[src/hw/rtl/mmep_pkg.sv]
// ----------------------------------------------------------------------------
// mmep_pkg
// Shared types, constants and helpers of the min/max envelope pyramid.
// ----------------------------------------------------------------------------
package mmep_pkg;

  // Stream geometry
  localparam int MAX_CHANNELS  = 4;
  localparam int WINDOW_FRAMES = 8;
  localparam int LEVELS        = 10;

  // Field widths
  localparam int SMP_W  = 16;
  localparam int CH_W   = 2;
  localparam int LVL_W  = 4;
  localparam int CHN_W  = 3;
  localparam int FIW_W  = $clog2(WINDOW_FRAMES);

  // Configuration port
  localparam int CFG_IDX_W  = 1;
  localparam int CFG_DATA_W = 4;
  localparam logic [CFG_IDX_W-1:0] CFG_CHANNEL_COUNT = 1'd0;
  localparam logic [CFG_IDX_W-1:0] CFG_LEVEL_COUNT   = 1'd1;
  localparam logic [CHN_W-1:0] CHANNEL_COUNT_RST = 3'd1;
  localparam logic [LVL_W-1:0] LEVEL_COUNT_RST   = 4'd10;

  // Pending-point store: one entry per level and channel, {min, max}
  localparam int PEND_DEPTH = LEVELS * MAX_CHANNELS;
  localparam int PEND_AW    = $clog2(PEND_DEPTH);
  localparam int PEND_W     = 2 * SMP_W;

  // Results caused by one input word are capped at this count
  localparam int RES_LIMIT = LEVELS * MAX_CHANNELS;
  localparam int RES_CNT_W = $clog2(RES_LIMIT + 1);

  // Running extremes reset values
  localparam logic signed [SMP_W-1:0] SMP_MAX = 16'sh7FFF;
  localparam logic signed [SMP_W-1:0] SMP_MIN = 16'sh8000;

  typedef struct packed {
    logic signed [SMP_W-1:0] sample;
    logic                    end_of_stream;
  } in_word_t;

  typedef struct packed {
    logic [LVL_W-1:0]        level;
    logic [CH_W-1:0]         channel;
    logic signed [SMP_W-1:0] min_value;
    logic signed [SMP_W-1:0] max_value;
    logic                    last;
  } out_word_t;

  // Store address of the pending point of a level and channel
  function automatic logic [PEND_AW-1:0] pend_addr(input logic [LVL_W-1:0] lvl,
                                                   input logic [CH_W-1:0] ch);
    int a;
    a = int'(lvl) * MAX_CHANNELS + int'(ch);
    return a[PEND_AW-1:0];
  endfunction

endpackage

[src/hw/rtl/min_max_envelope_pyramid.sv]
// ----------------------------------------------------------------------------
// min_max_envelope_pyramid
// Per-channel min/max waveform envelope with a pyramid of merged levels.
// ----------------------------------------------------------------------------
// Input words carry one signed sample each, channels interleaved; a word with
// end_of_stream set closes the stream. Output words are envelope points
// (level, channel, min, max); last marks the final point caused by one input
// word. Both channels use valid/stall; cfg_wr_en writes channel_count
// (index 0) or level_count (index 1) and must only be used while idle.
// A word that closes no window leaves the block idle for the next word. A word
// that closes a window or ends the stream holds the input off while each
// channel's point is emitted and walked up the pyramid, and at end of stream
// while the pending points are scanned per level and channel; each pyramid
// step is a read of the pending-point RAM followed by a merge cycle, and that
// read/merge loop sets the rate. At most 40 points per word.
// Reset (synchronous, rst_n low) clears all stream state and sets
// channel_count to 1 and level_count to 10; no clearing pass is needed since
// the pending points carry valid flops. A stalled receiver holds the output
// word; the pyramid walk then waits in its merge cycle until the word moves.
// ----------------------------------------------------------------------------
module min_max_envelope_pyramid (
  input  logic                                 clk,
  input  logic                                 rst_n,
  input  logic                                 in_valid,
  output logic                                 in_stall,
  input  mmep_pkg::in_word_t                   in_data,
  output logic                                 out_valid,
  input  logic                                 out_stall,
  output mmep_pkg::out_word_t                  out_data,
  input  logic                                 cfg_wr_en,
  input  logic [mmep_pkg::CFG_IDX_W-1:0]       cfg_index,
  input  logic [mmep_pkg::CFG_DATA_W-1:0]      cfg_data
);

  localparam logic [2:0] ST_IDLE  = 3'd0;
  localparam logic [2:0] ST_WLD   = 3'd1;
  localparam logic [2:0] ST_RD    = 3'd2;
  localparam logic [2:0] ST_STEP  = 3'd3;
  localparam logic [2:0] ST_FSCAN = 3'd4;
  localparam logic [2:0] ST_FLOAD = 3'd5;
  localparam logic [2:0] ST_FIN   = 3'd6;

  localparam int SW = mmep_pkg::SMP_W;
  localparam int NC = mmep_pkg::MAX_CHANNELS;

  logic [2:0] state_r, state_nxt;
  logic [mmep_pkg::CHN_W-1:0] chan_cnt_r, chan_cnt_nxt;
  logic [mmep_pkg::LVL_W-1:0] lvl_cnt_r, lvl_cnt_nxt;
  logic [mmep_pkg::CH_W-1:0]  next_ch_r, next_ch_nxt;
  logic [mmep_pkg::FIW_W-1:0] fiw_r, fiw_nxt;
  logic signed [SW-1:0] run_min_r [NC];
  logic signed [SW-1:0] run_min_nxt [NC];
  logic signed [SW-1:0] run_max_r [NC];
  logic signed [SW-1:0] run_max_nxt [NC];
  logic signed [SW-1:0] frame_r [NC];
  logic signed [SW-1:0] frame_nxt [NC];
  logic [mmep_pkg::PEND_DEPTH-1:0] pend_vld_r, pend_vld_nxt;
  logic win_r, win_nxt;
  logic eos_r, eos_nxt;
  logic flushing_r, flushing_nxt;
  logic [mmep_pkg::CH_W-1:0]  ch_r, ch_nxt;
  logic [mmep_pkg::LVL_W-1:0] lvl_r, lvl_nxt;
  logic [mmep_pkg::LVL_W-1:0] fl_lvl_r, fl_lvl_nxt;
  logic [mmep_pkg::RES_CNT_W-1:0] cnt_r, cnt_nxt;
  logic signed [SW-1:0] cur_min_r, cur_min_nxt;
  logic signed [SW-1:0] cur_max_r, cur_max_nxt;
  mmep_pkg::out_word_t stg_r, stg_nxt;
  logic stg_vld_r, stg_vld_nxt;
  mmep_pkg::out_word_t out_r, out_nxt;
  logic out_vld_r, out_vld_nxt;

  logic [mmep_pkg::CHN_W-1:0] chans;
  logic [mmep_pkg::LVL_W-1:0] top_lvl;
  logic [mmep_pkg::CH_W-1:0]  acc_ch;
  logic                       frame_done;
  logic                       win_close;
  logic [mmep_pkg::FIW_W-1:0] fiw_after;
  logic                       can_push;
  logic                       more_ch;
  logic                       fin_go;
  logic signed [SW-1:0]       rd_min, rd_max;

  logic                          ram_we, ram_re;
  logic [mmep_pkg::PEND_AW-1:0]  ram_waddr, ram_raddr;
  logic [mmep_pkg::PEND_W-1:0]   ram_wdata, ram_rdata;

  // Pending-point store
  mmep_ram #(
    .WIDTH (mmep_pkg::PEND_W),
    .DEPTH (mmep_pkg::PEND_DEPTH)
  ) u_pend_ram (
    .clk     (clk),
    .wr_en   (ram_we),
    .wr_addr (ram_waddr),
    .wr_data (ram_wdata),
    .rd_en   (ram_re),
    .rd_addr (ram_raddr),
    .rd_data (ram_rdata)
  );

  // Clamp the configuration to its working range
  always_comb begin
    logic [mmep_pkg::LVL_W-1:0] lvl_eff;
    if (chan_cnt_r == '0) begin
      chans = mmep_pkg::CHN_W'(1);
    end else if (chan_cnt_r > mmep_pkg::CHN_W'(NC)) begin
      chans = mmep_pkg::CHN_W'(NC);
    end else begin
      chans = chan_cnt_r;
    end
    if (lvl_cnt_r == '0) begin
      lvl_eff = mmep_pkg::LVL_W'(1);
    end else if (lvl_cnt_r > mmep_pkg::LVL_W'(mmep_pkg::LEVELS)) begin
      lvl_eff = mmep_pkg::LVL_W'(mmep_pkg::LEVELS);
    end else begin
      lvl_eff = lvl_cnt_r;
    end
    top_lvl = lvl_eff - mmep_pkg::LVL_W'(1);
  end

  // Frame position of the incoming word
  assign acc_ch     = ({1'b0, next_ch_r} >= chans) ? '0 : next_ch_r;
  assign frame_done = ({1'b0, acc_ch} + mmep_pkg::CHN_W'(1)) >= chans;
  assign win_close  = frame_done &&
                      (fiw_r == mmep_pkg::FIW_W'(mmep_pkg::WINDOW_FRAMES - 1));
  assign fiw_after  = !frame_done ? fiw_r :
                      (win_close ? '0 : fiw_r + mmep_pkg::FIW_W'(1));

  assign can_push = !out_vld_r || !out_stall;
  assign more_ch  = ({1'b0, ch_r} + mmep_pkg::CHN_W'(1)) < chans;
  assign fin_go   = !stg_vld_r || can_push;
  assign rd_min   = ram_rdata[mmep_pkg::PEND_W-1:SW];
  assign rd_max   = ram_rdata[SW-1:0];

  assign in_stall  = (state_r != ST_IDLE);
  assign out_valid = out_vld_r;
  assign out_data  = out_r;

  // Sequencer: window emission, pyramid walk and end-of-stream flush
  always_comb begin
    logic [mmep_pkg::PEND_AW-1:0] a_cur;
    logic [mmep_pkg::PEND_AW-1:0] a_fl;
    logic                         push_done;
    logic signed [SW-1:0]         cand;

    state_nxt    = state_r;
    chan_cnt_nxt = chan_cnt_r;
    lvl_cnt_nxt  = lvl_cnt_r;
    next_ch_nxt  = next_ch_r;
    fiw_nxt      = fiw_r;
    run_min_nxt  = run_min_r;
    run_max_nxt  = run_max_r;
    frame_nxt    = frame_r;
    pend_vld_nxt = pend_vld_r;
    win_nxt      = win_r;
    eos_nxt      = eos_r;
    flushing_nxt = flushing_r;
    ch_nxt       = ch_r;
    lvl_nxt      = lvl_r;
    fl_lvl_nxt   = fl_lvl_r;
    cnt_nxt      = cnt_r;
    cur_min_nxt  = cur_min_r;
    cur_max_nxt  = cur_max_r;
    stg_nxt      = stg_r;
    stg_vld_nxt  = stg_vld_r;
    out_nxt      = out_r;
    out_vld_nxt  = out_vld_r && out_stall;
    push_done    = 1'b0;
    cand         = '0;

    a_cur     = mmep_pkg::pend_addr(lvl_r, ch_r);
    a_fl      = mmep_pkg::pend_addr(fl_lvl_r, ch_r);
    ram_we    = 1'b0;
    ram_waddr = a_cur;
    ram_wdata = {cur_min_r, cur_max_r};
    ram_re    = 1'b0;
    ram_raddr = a_cur;

    // Register writes
    if (cfg_wr_en) begin
      unique case (cfg_index)
        mmep_pkg::CFG_CHANNEL_COUNT: chan_cnt_nxt = cfg_data[mmep_pkg::CHN_W-1:0];
        mmep_pkg::CFG_LEVEL_COUNT:   lvl_cnt_nxt  = cfg_data[mmep_pkg::LVL_W-1:0];
      endcase
    end

    unique case (state_r)
      ST_IDLE: begin
        if (in_valid) begin
          // Take the sample; fold a completed frame into the running extremes
          frame_nxt[acc_ch] = in_data.sample;
          if (frame_done) begin
            for (int c = 0; c < NC; c++) begin
              cand = (c == int'(acc_ch)) ? in_data.sample : frame_r[c];
              if (mmep_pkg::CHN_W'(c) < chans) begin
                if (cand < run_min_r[c]) run_min_nxt[c] = cand;
                if (cand > run_max_r[c]) run_max_nxt[c] = cand;
              end
            end
            next_ch_nxt = '0;
          end else begin
            next_ch_nxt = acc_ch + mmep_pkg::CH_W'(1);
          end
          fiw_nxt      = fiw_after;
          win_nxt      = win_close;
          eos_nxt      = in_data.end_of_stream;
          flushing_nxt = 1'b0;
          ch_nxt       = '0;
          fl_lvl_nxt   = '0;
          cnt_nxt      = '0;
          if (in_data.end_of_stream) begin
            next_ch_nxt = '0;
            fiw_nxt     = '0;
            for (int c = 0; c < NC; c++) begin
              frame_nxt[c] = '0;
            end
          end
          if (win_close || (in_data.end_of_stream && fiw_after != '0)) begin
            state_nxt = ST_WLD;
          end else if (in_data.end_of_stream) begin
            flushing_nxt = 1'b1;
            state_nxt    = ST_FSCAN;
          end
        end
      end

      ST_WLD: begin
        // Start a level-0 point from the window extremes of this channel
        cur_min_nxt = run_min_r[ch_r];
        cur_max_nxt = run_max_r[ch_r];
        lvl_nxt     = '0;
        state_nxt   = ST_RD;
      end

      ST_RD: begin
        ram_re    = 1'b1;
        ram_raddr = a_cur;
        state_nxt = ST_STEP;
      end

      ST_STEP: begin
        if (cnt_r >= mmep_pkg::RES_CNT_W'(mmep_pkg::RES_LIMIT) || fin_go) begin
          // Emit the current point through the staging word
          if (cnt_r < mmep_pkg::RES_CNT_W'(mmep_pkg::RES_LIMIT)) begin
            if (stg_vld_r) begin
              out_nxt      = stg_r;
              out_nxt.last = 1'b0;
              out_vld_nxt  = 1'b1;
            end
            stg_nxt.level     = lvl_r;
            stg_nxt.channel   = ch_r;
            stg_nxt.min_value = cur_min_r;
            stg_nxt.max_value = cur_max_r;
            stg_nxt.last      = 1'b0;
            stg_vld_nxt       = 1'b1;
            cnt_nxt           = cnt_r + mmep_pkg::RES_CNT_W'(1);
          end
          // Merge with the pending point, or park this one
          if (lvl_r >= top_lvl) begin
            push_done = 1'b1;
          end else if (pend_vld_r[a_cur]) begin
            if (rd_min < cur_min_r) cur_min_nxt = rd_min;
            if (rd_max > cur_max_r) cur_max_nxt = rd_max;
            pend_vld_nxt[a_cur] = 1'b0;
            lvl_nxt             = lvl_r + mmep_pkg::LVL_W'(1);
            state_nxt           = ST_RD;
          end else begin
            ram_we              = 1'b1;
            pend_vld_nxt[a_cur] = 1'b1;
            push_done           = 1'b1;
          end
          if (push_done) begin
            if (flushing_r) begin
              fl_lvl_nxt = fl_lvl_r + mmep_pkg::LVL_W'(1);
              state_nxt  = ST_FSCAN;
            end else if (more_ch) begin
              ch_nxt    = ch_r + mmep_pkg::CH_W'(1);
              state_nxt = ST_WLD;
            end else if (eos_r) begin
              flushing_nxt = 1'b1;
              ch_nxt       = '0;
              fl_lvl_nxt   = '0;
              state_nxt    = ST_FSCAN;
            end else begin
              state_nxt = ST_FIN;
            end
          end
        end
      end

      ST_FSCAN: begin
        // Walk the pending points of each channel, lowest level first
        if (fl_lvl_r < top_lvl) begin
          if (pend_vld_r[a_fl]) begin
            ram_re             = 1'b1;
            ram_raddr          = a_fl;
            pend_vld_nxt[a_fl] = 1'b0;
            state_nxt          = ST_FLOAD;
          end else begin
            fl_lvl_nxt = fl_lvl_r + mmep_pkg::LVL_W'(1);
          end
        end else if (more_ch) begin
          ch_nxt     = ch_r + mmep_pkg::CH_W'(1);
          fl_lvl_nxt = '0;
        end else begin
          state_nxt = ST_FIN;
        end
      end

      ST_FLOAD: begin
        // Carry the pending point up one level
        cur_min_nxt = rd_min;
        cur_max_nxt = rd_max;
        lvl_nxt     = fl_lvl_r + mmep_pkg::LVL_W'(1);
        state_nxt   = ST_RD;
      end

      ST_FIN: begin
        if (fin_go) begin
          // Release the final point with last set and drop stream state
          if (stg_vld_r) begin
            out_nxt      = stg_r;
            out_nxt.last = 1'b1;
            out_vld_nxt  = 1'b1;
          end
          stg_vld_nxt = 1'b0;
          if (win_r || eos_r) begin
            for (int c = 0; c < NC; c++) begin
              run_min_nxt[c] = mmep_pkg::SMP_MAX;
              run_max_nxt[c] = mmep_pkg::SMP_MIN;
            end
          end
          if (eos_r) begin
            pend_vld_nxt = '0;
          end
          state_nxt = ST_IDLE;
        end
      end

      default: begin
        state_nxt = ST_IDLE;
      end
    endcase
  end

  // Control and stream state
  always_ff @(posedge clk) begin
    if (!rst_n) begin
      state_r    <= ST_IDLE;
      chan_cnt_r <= mmep_pkg::CHANNEL_COUNT_RST;
      lvl_cnt_r  <= mmep_pkg::LEVEL_COUNT_RST;
      next_ch_r  <= '0;
      fiw_r      <= '0;
      for (int c = 0; c < NC; c++) begin
        run_min_r[c] <= mmep_pkg::SMP_MAX;
        run_max_r[c] <= mmep_pkg::SMP_MIN;
        frame_r[c]   <= '0;
      end
      pend_vld_r <= '0;
      win_r      <= 1'b0;
      eos_r      <= 1'b0;
      flushing_r <= 1'b0;
      ch_r       <= '0;
      lvl_r      <= '0;
      fl_lvl_r   <= '0;
      cnt_r      <= '0;
      stg_vld_r  <= 1'b0;
      out_vld_r  <= 1'b0;
    end else begin
      state_r    <= state_nxt;
      chan_cnt_r <= chan_cnt_nxt;
      lvl_cnt_r  <= lvl_cnt_nxt;
      next_ch_r  <= next_ch_nxt;
      fiw_r      <= fiw_nxt;
      run_min_r  <= run_min_nxt;
      run_max_r  <= run_max_nxt;
      frame_r    <= frame_nxt;
      pend_vld_r <= pend_vld_nxt;
      win_r      <= win_nxt;
      eos_r      <= eos_nxt;
      flushing_r <= flushing_nxt;
      ch_r       <= ch_nxt;
      lvl_r      <= lvl_nxt;
      fl_lvl_r   <= fl_lvl_nxt;
      cnt_r      <= cnt_nxt;
      stg_vld_r  <= stg_vld_nxt;
      out_vld_r  <= out_vld_nxt;
    end
  end

  // Payload registers
  always_ff @(posedge clk) begin
    cur_min_r <= cur_min_nxt;
    cur_max_r <= cur_max_nxt;
    stg_r     <= stg_nxt;
    out_r     <= out_nxt;
  end

`ifndef SYNTHESIS
  // No point may be left in staging once the block is idle
  a_stg_empty_idle: assert property (@(posedge clk) disable iff (!rst_n)
    (state_r == ST_IDLE) |-> !stg_vld_r)
    else $error("staging word left over in idle");

  // The pyramid walk never climbs past the top level
  a_lvl_in_range: assert property (@(posedge clk) disable iff (!rst_n)
    (state_r == ST_STEP) |-> (lvl_r <= top_lvl))
    else $error("pyramid walk beyond top level");

  // End of stream leaves no pending point behind
  a_eos_clears: assert property (@(posedge clk) disable iff (!rst_n)
    (state_r == ST_FIN && fin_go && eos_r) |=> (pend_vld_r == '0))
    else $error("pending points survive end of stream");

  // The word count of one input stays within the cap
  a_cnt_cap: assert property (@(posedge clk) disable iff (!rst_n)
    (cnt_r <= mmep_pkg::RES_CNT_W'(mmep_pkg::RES_LIMIT)))
    else $error("result count beyond cap");
`endif

endmodule

[src/hw/rtl/mmep_ram.sv]
// ----------------------------------------------------------------------------
// mmep_ram
// Generic single-clock RAM: one write port, one read port, registered read.
// ----------------------------------------------------------------------------
module mmep_ram #(
  parameter int WIDTH = 32,
  parameter int DEPTH = 40
) (
  input  logic                     clk,
  input  logic                     wr_en,
  input  logic [$clog2(DEPTH)-1:0] wr_addr,
  input  logic [WIDTH-1:0]         wr_data,
  input  logic                     rd_en,
  input  logic [$clog2(DEPTH)-1:0] rd_addr,
  output logic [WIDTH-1:0]         rd_data
);

  logic [WIDTH-1:0] mem [DEPTH];

  // Write, and register the read word; hold it when no read is issued
  always_ff @(posedge clk) begin
    if (wr_en) begin
      mem[wr_addr] <= wr_data;
    end
    if (rd_en) begin
      rd_data <= mem[rd_addr];
    end
  end

endmodule

[config.mk]
export PLATFORM = sky130hd
export DESIGN_NAME = min_max_envelope_pyramid
export DESIGN_NICKNAME = d
export VERILOG_FILES = /design/src/hw/rtl/mmep_pkg.sv /design/src/hw/rtl/min_max_envelope_pyramid.sv /design/src/hw/rtl/mmep_ram.sv
export SDC_FILE = /design/constraint.sdc
export NUM_CORES = 2
export LEC_CHECK = 0
export BUFFER_PORTS_ARGS = -buffer_cell sky130_fd_sc_hd__buf_2
export CORE_MARGIN = 5
export CORE_UTILIZATION = 60
export DETAILED_ROUTE_END_ITERATION = 12
export GPL_ROUTABILITY_DRIVEN = 0
export GPL_TIMING_DRIVEN = 0
export HOLD_SLACK_MARGIN = 0.05
export PLACE_DENSITY = 0.79
export SLEW_MARGIN = 20
export SYNTH_ARGS = -nofsm -noshare
export SYNTH_HDL_FRONTEND = slang
export SYNTH_SLANG_ARGS = --single-unit
[constraint.sdc]
create_clock -name clk -period 13 [get_ports clk]
set_input_delay 0 -clock clk [delete_from_list [all_inputs] [get_ports clk]]
set_output_delay 0 -clock clk [all_outputs]
set_load 0.02 [all_outputs]
After elaboration in Yosys (flattened, before gate mapping)
Memory sizes are Yosys's and may differ from the RTL's. A register that Yosys moved wholly into a read port is not among the register bits.
Cells that the tools add are included.
{ "classes": {"n_mux": 157, "div": 0, "n_reduce_logical": 50, "eq_ne": 51, "n_mul": 0, "order_cmp": 30, "n_addsub": 11, "shifts": 0, "bitwise_logic": 8} }
{ "ops": {"columns": ["operator", "n"], "rows": [
  ["$mux 64", 9],
  ["$mux 16", 33],
  ["$mux 40", 7],
  ["$pmux 64 s2", 2],
  ["$mux 39", 5],
  ["$pmux 40 s3", 1],
  ["$pmux 16 s3", 2],
  ["$and 40x40->40", 2],
  ["$gt 16x16->1", 5],
  ["$lt 16x16->1", 5],
  ["$not 40->40", 2],
  ["$pmux 39 s2", 1],
  ["$bmux 16 s2", 2],
  ["$bwmux 64", 1],
  ["$reduce_and 7->1", 9],
  ["$ne 2x2->1 const B", 31],
  ["$mux 4", 14],
  ["$mux 3", 18],
  ["$or 40x40->40", 1],
  ["$mux 6", 6],
  ["$demux 16 s2", 1],
  ["$mux 1", 30],
  ["$ne 3x3->1 const B", 10],
  ["$mux 2", 12],
  ["51 further kinds", 98]
]} }
{ "word_totals": {"wordCells": 346, "out_inout_bits": 41, "n_memories": 1, "mem_bits_ro": 0, "mem_bits_rw": 1280, "in_bits": 27, "latchBits": 0, "reg_bits": 377} }
{ "memory_table": {"columns": ["memory", "words", "word_bits", "read_ports", "rd_ports_with_merged_regs", "wr", "line_no", "text"], "rows": [
  ["u_pend_ram.mem", 40, 32, 1, 1, 1, "mmep_ram.sv:18", "logic [WIDTH-1:0] mem [DEPTH];"]
]} }

Logic depth before layout (Yosys ltp)
{ "logic_depth": {"depth_word": 16, "depth_mapped": 24, "ltp_nobuf": 20} }

Modules after synthesis
A second synthesis with hierarchy kept.
{ "unflattened": {"cells_unflattened": 4955, "area_unflattened_um2": 73136.4} }
{ "by_module_without_submodules": {"columns": ["module", "area_each_um2", "seq_area_each_um2", "cells_per_inst", "instances"], "rows": [
  ["mmep_ram", 50947.6, 39397.8, 2562, 1],
  ["min_max_envelope_pyramid", 22188.8, 8638.3, 2393, 1]
]} }

Worst setup path before layout
Ideal clock, no wire load.
{ "synth_timing": {"path_type": "register to register", "startpoint": "register chan_cnt_r[2] in the netlist's numbering", "endpoint": "register run_max_r[18] in the netlist's numbering", "setup_slack_ns": 7.955, "path_buffers": 4, "required_time_ns": 12.884, "setup_ns": 0.116, "period_less_slack_ns": 5.045, "stages_incl_launch_ff": 22, "arrival_ns": 4.928, "path_cell_list": "dfxtp_1 clkbuf_1 a21oi_1 ha_1 nand2b_1 a21oi_1 o21ai_0 ha_1 clkbuf_1 buf_1 mux2i_1 inv_1 ha_1 nand2_1 o41ai_1 a31oi_1 a2111o_1 a31o_2 a21oi_1 clkbuf_1 nor2_1 a41o_1"} }
{ "synth_via": {"elab_chain_len": 12, "word_cells_on_any_way": 21, "classes_between": "add/sub (1); order compare (5); eq/ne (4); mux (9); reduce/logical (2)"} }
{ "synth_rtl": {"columns": ["item", "line_no", "text"], "rows": [
  ["start, declared", "min_max_envelope_pyramid.sv:47", "logic [mmep_pkg::CHN_W-1:0] chan_cnt_r, chan_cnt_nxt;"],
  ["start signal, assigned", "min_max_envelope_pyramid.sv:350", "chan_cnt_r <= mmep_pkg::CHANNEL_COUNT_RST;"],
  ["start signal, assigned", "min_max_envelope_pyramid.sv:371", "chan_cnt_r <= chan_cnt_nxt;"],
  ["$gt 3x3->1", "min_max_envelope_pyramid.sv:106", "end else if (chan_cnt_r > mmep_pkg::CHN_W'(NC)) begin"],
  ["$mux 3", "min_max_envelope_pyramid.sv:106", null],
  ["$mux 3 *", "min_max_envelope_pyramid.sv:104", "if (chan_cnt_r == '0) begin"],
  ["branches (longest 9 deep; another with $gt 16x16->1)", null, null],
  ["end signal, assigned by index", "min_max_envelope_pyramid.sv:356", "run_max_r[c] <= mmep_pkg::SMP_MIN;"],
  ["end signal, assigned", "min_max_envelope_pyramid.sv:376", "run_max_r <= run_max_nxt;"],
  ["end, declared", "min_max_envelope_pyramid.sv:53", "logic signed [SW-1:0] run_max_r [NC];"]
]} }
Mark *: on every way between the ends. The select of a mux whose other input is x is not followed.
A chain may end at the register's enable or synchronous reset.

Worst setup path after layout
{ "layout_timing": {"startpoint": "register chan_cnt_r[2] in the netlist's numbering", "endpoint": "register run_max_r[6] in the netlist's numbering"} }
{ "layout_via": {"elab_chain_len": 12, "word_cells_on_any_way": 21, "classes_between": "add/sub (1); order compare (5); eq/ne (4); mux (9); reduce/logical (2)"} }
{ "layout_rtl": {"columns": ["item", "line_no"], "rows": [
  ["$gt 3x3->1", "min_max_envelope_pyramid.sv:106"],
  ["$mux 3", "min_max_envelope_pyramid.sv:106"],
  ["$mux 3 *", "min_max_envelope_pyramid.sv:104"],
  ["branches (longest 9 deep; another with $gt 16x16->1)", null]
]} }
Marked as above.

==> impl_metrics.tcl <==
set metrics [dict create \
    status "complete, no violations" \
    holdPathEnd "chan_cnt_r[0]" \
    clock-skew-final_ns 0.03487 \
    min-delay-start "cfg_data[0]" \
    placed_cell_area_sq_mm 0.07618 \
    hold_violations 0 \
    drc 0 \
    synth_ff_type "edfxtp_1" \
    fp.dieH_um 355.9 \
    syn_nets 4837 \
    route.vias.total 47080 \
    cts-buffers-inserted 165 \
    setup_viol 0 \
    port_buffers 51 \
    finalCriticalPeriod_ns 7.013 \
    hp-class "input port to flop" \
    cts_num_sinks 1689 \
    path_cells "clkbuf_1, inv_1, nand2_1, ha_1, a21oi_1, o21ai_0, inv_1, ha_1, clkbuf_1, clkbuf_1, mux2i_1, inv_1, ha_1, a21o_1, a21o_1, a21oi_1, nor2b_1, o21ai_0, a311o_1, clkbuf_1, buf_1, nand2_1, a21boi_0" \
    r2r-end "run_max_r[6]" \
    clock_path_buffers 3 \
    io-pin-count 68 \
    finalSetupTns_ns 0 \
    cts_tree "yes" \
    dr.pass1.iters 10 \
    synth_area_leader_cell "edfxtp_1" \
    worstSkewPairLatency_ns 0.82 \
    crit_arrival_ns 7.75 \
    slew_headroom 0.2255 \
    rr_startpoint "chan_cnt_r[2]" \
    synth_area_leaders "edfxtp_1 (59%), mux4_2 (11%), dfxtp_1 (7.5%)" \
    slowest_delay_ns 0.62 \
    grt_pass1_vias 46420 \
    reg2reg_slack_ns 5.99 \
    worstMarginPinSlew_ns 1.162 \
    slowest_stage "clkbuf_1" \
    hold-path-cell-count 4 \
    die_area_sq_mm 0.1267 \
    dr.first_iter.drc_count 8418 \
    async_flop_share 0 \
    wl_per_cell_um 32.85 \
    ant_nets 0 \
    r2r_cells 23 \
    die_x_um 355.9 \
    initial_utilization 0.6016 \
    post-cts-setup-buffer-count 0 \
    postLayoutCellArea_sq_mm 0.08198 \
    syn_area_per_cell_sq_um 15.51 \
    rsz0062_at_grt "false" \
    cp_max_fo 10 \
    start_kind "flop" \
    synth-edff-count 1421 \
    yosysWarnings 0 \
    layout-drive-gt1-share 0.1839 \
    yosysTopAreaCellShare 0.5944 \
    drv_slew 0 \
    syn_area_sq_mm 0.07179 \
    crit_start "chan_cnt_r[2]" \
    postSynthCellCount 4629 \
    totalWireLength_um 220900 \
    cts_root_buf "clkbuf_16" \
    p_per_area_mw_per_mm2 141.8 \
    grt_antenna_before_repair 3 \
    grt-ovfl-total 0 \
    synth_seq_cells 1689 \
    mostFrequentLayoutCells "edfxtp_1 (1421), nand2_1 (394), mux4_2 (363), dfxtp_1 (268), clkbuf_1 (239)" \
    clkTransAtPathRegs_ns 0.06 \
    path_common_cell "clkbuf_1" \
    grt_pass1_wl_um 317900 \
    ir_drop_mv 0.1442 \
    yosysSeqAreaShare 0.6691 \
    maxCapViolCount 0 \
    required_ns 13.74 \
    synthDistinctLibCells 76 \
    row_count 127 \
    core_sq_mm 0.1193 \
    fmax_ghz 0.1426 \
    area_delta_synth_final_pct 14.20 \
    period_share 0.5394 \
    path_class "flop to flop" \
    track_usage 0.3482 \
    htree_num_levels 4 \
    power_leakage_nw 27.99 \
    cts_resized 0 \
    layout_commonest_cell "edfxtp_1" \
    dp_cells 6385 \
    end_kind "flop" \
    avgViaCountPerCell 7.002 \
    grt_start_max_net_pins 43 \
    hpwlAfterDp_um 139800 \
    nets 5187 \
    instances_no_fill 6724 \
]
==> cell families after synthesis <==
logic type | synth area share
compound gates | 0.06466
simple gates | 0.06945
mux | 0.1361
fa+ha+maj | 0.03155
xor+xnor | 0.0009760
buf+inv | 0.02811
flops | 0.6691
==> worst max-delay path, delay by kind of cell, from the launching register on <==
| kind | cells | cell delay, ns |
|---|---|---|
| buffers and inverters | 8 | 3.28 |
| adders and majority gates | 3 | 0.82 |
| and+or+nand+nor | 3 | 0.42 |
| AOI/OAI and AO/OA | 8 | 1.51 |
| muxes | 1 | 0.61 |
| DFF | 1 | 0.31 |
==> how the worst max path moves through the flow <==
stage / slack (ns) / end / cells past startpoint
final: 5.99 / run_max_r[6] / 23
after global routing: 5.49 / run_max_r[12] / 23
after CTS: 6.15 / run_max_r[8] / 23
after detailed placement: 6.21 / run_max_r[6] / 23
after global placement: 5.60 / u_pend_ram.mem[27][10] / 8
after floorplan: 7.96 / run_max_r[18] / 21
==> final cells by class <==
class / count / area [sq um]
sequential: 1689 / 48040
fill: 7185 / 37350
antenna: 1 / 2.502
inverter: 219 / 822.0
multi-input combinational: 2432 / 22110
clock buffer: 209 / 4499
timing repair buffer: 183 / 2415
clock inverter: 90 / 868.3
buffer: 289 / 1216
tap: 1612 / 2017
==> sequential cells by signal (all words and copies together) (netlist names), 4 cells and up, named ones only <==
register and cells:
cnt_r 6, cur_max_r 16, cur_min_r 16, fl_lvl_r 4
frame_r 64, lvl_cnt_r 4, lvl_r 4, out_data 39
run_max_r 64, run_min_r 64, stg_r 38, u_pend_ram.mem 1280
u_pend_ram.rd_data 32
==> repair_timing <==
| item | 4_1_cts | 5_1_grt |
|---|---|---|
| setup endpoints to repair | 0 | 0 |
| hold buffers | 38 | 0 |
| hold endpoints to repair | 161 | 0 |
==> Yosys cell counts (6+ instances only) <==
cell type	number
mux4_2	363
o2111a_1	32
mux2i_1	94
dfxtp_1	268
o21a_1	103
a21boi_0	30
nand3_1	160
a22oi_1	70
nor3b_1	8
buf_1	14
mux2_2	51
nand2_1	394
a211oi_1	40
nor3_1	21
nor2_1	227
buf_6	6
inv_1	217
a21o_1	38
a41o_1	28
nor2b_1	104
ha_1	181
and2_1	57
o21ai_1	7
o21ai_0	71
buf_2	38
edfxtp_1	1421
a21oi_1	85
nand2b_1	17
nand4_1	23
or3_1	22
and3_1	22
clkbuf_1	226
a31oi_1	109
==> power by group <==
group | switching, mW | internal [mW] | leakage [nW] | total [mW]
clock | 2.11 | 2.73 | 2.64 | 4.85
sequential | 0.0933 | 5.93 | 14.9 | 6.02
combinational | 0.472 | 0.284 | 10.5 | 0.756
==> metrics by stage <==
stage | setup WS [ns] | util | hold slack, ns | power, mW
detailed placement | 6.207 | 0.6383 | 0.2687 | 6.838
CTS | 6.147 | 0.6865 | 0.05193 | 11.59
finish | 5.987 | 0.6870 | 0.04170 | 11.62
global placement | 5.601 | 0.6206 | 0.2605 | 6.784
floorplan | 7.955 | - | 0.1449 | 6.550
global route | 5.494 | 0.6870 | 0.07195 | 11.92
==> routing by layer <==
layer,global-route usage,wire (um)
met5,0.008462,163
met2,0.5293,99520
met3,0.09009,28760
met1,0.4416,73080
met4,0.2427,19370
(Power assumes the default switching activity.)
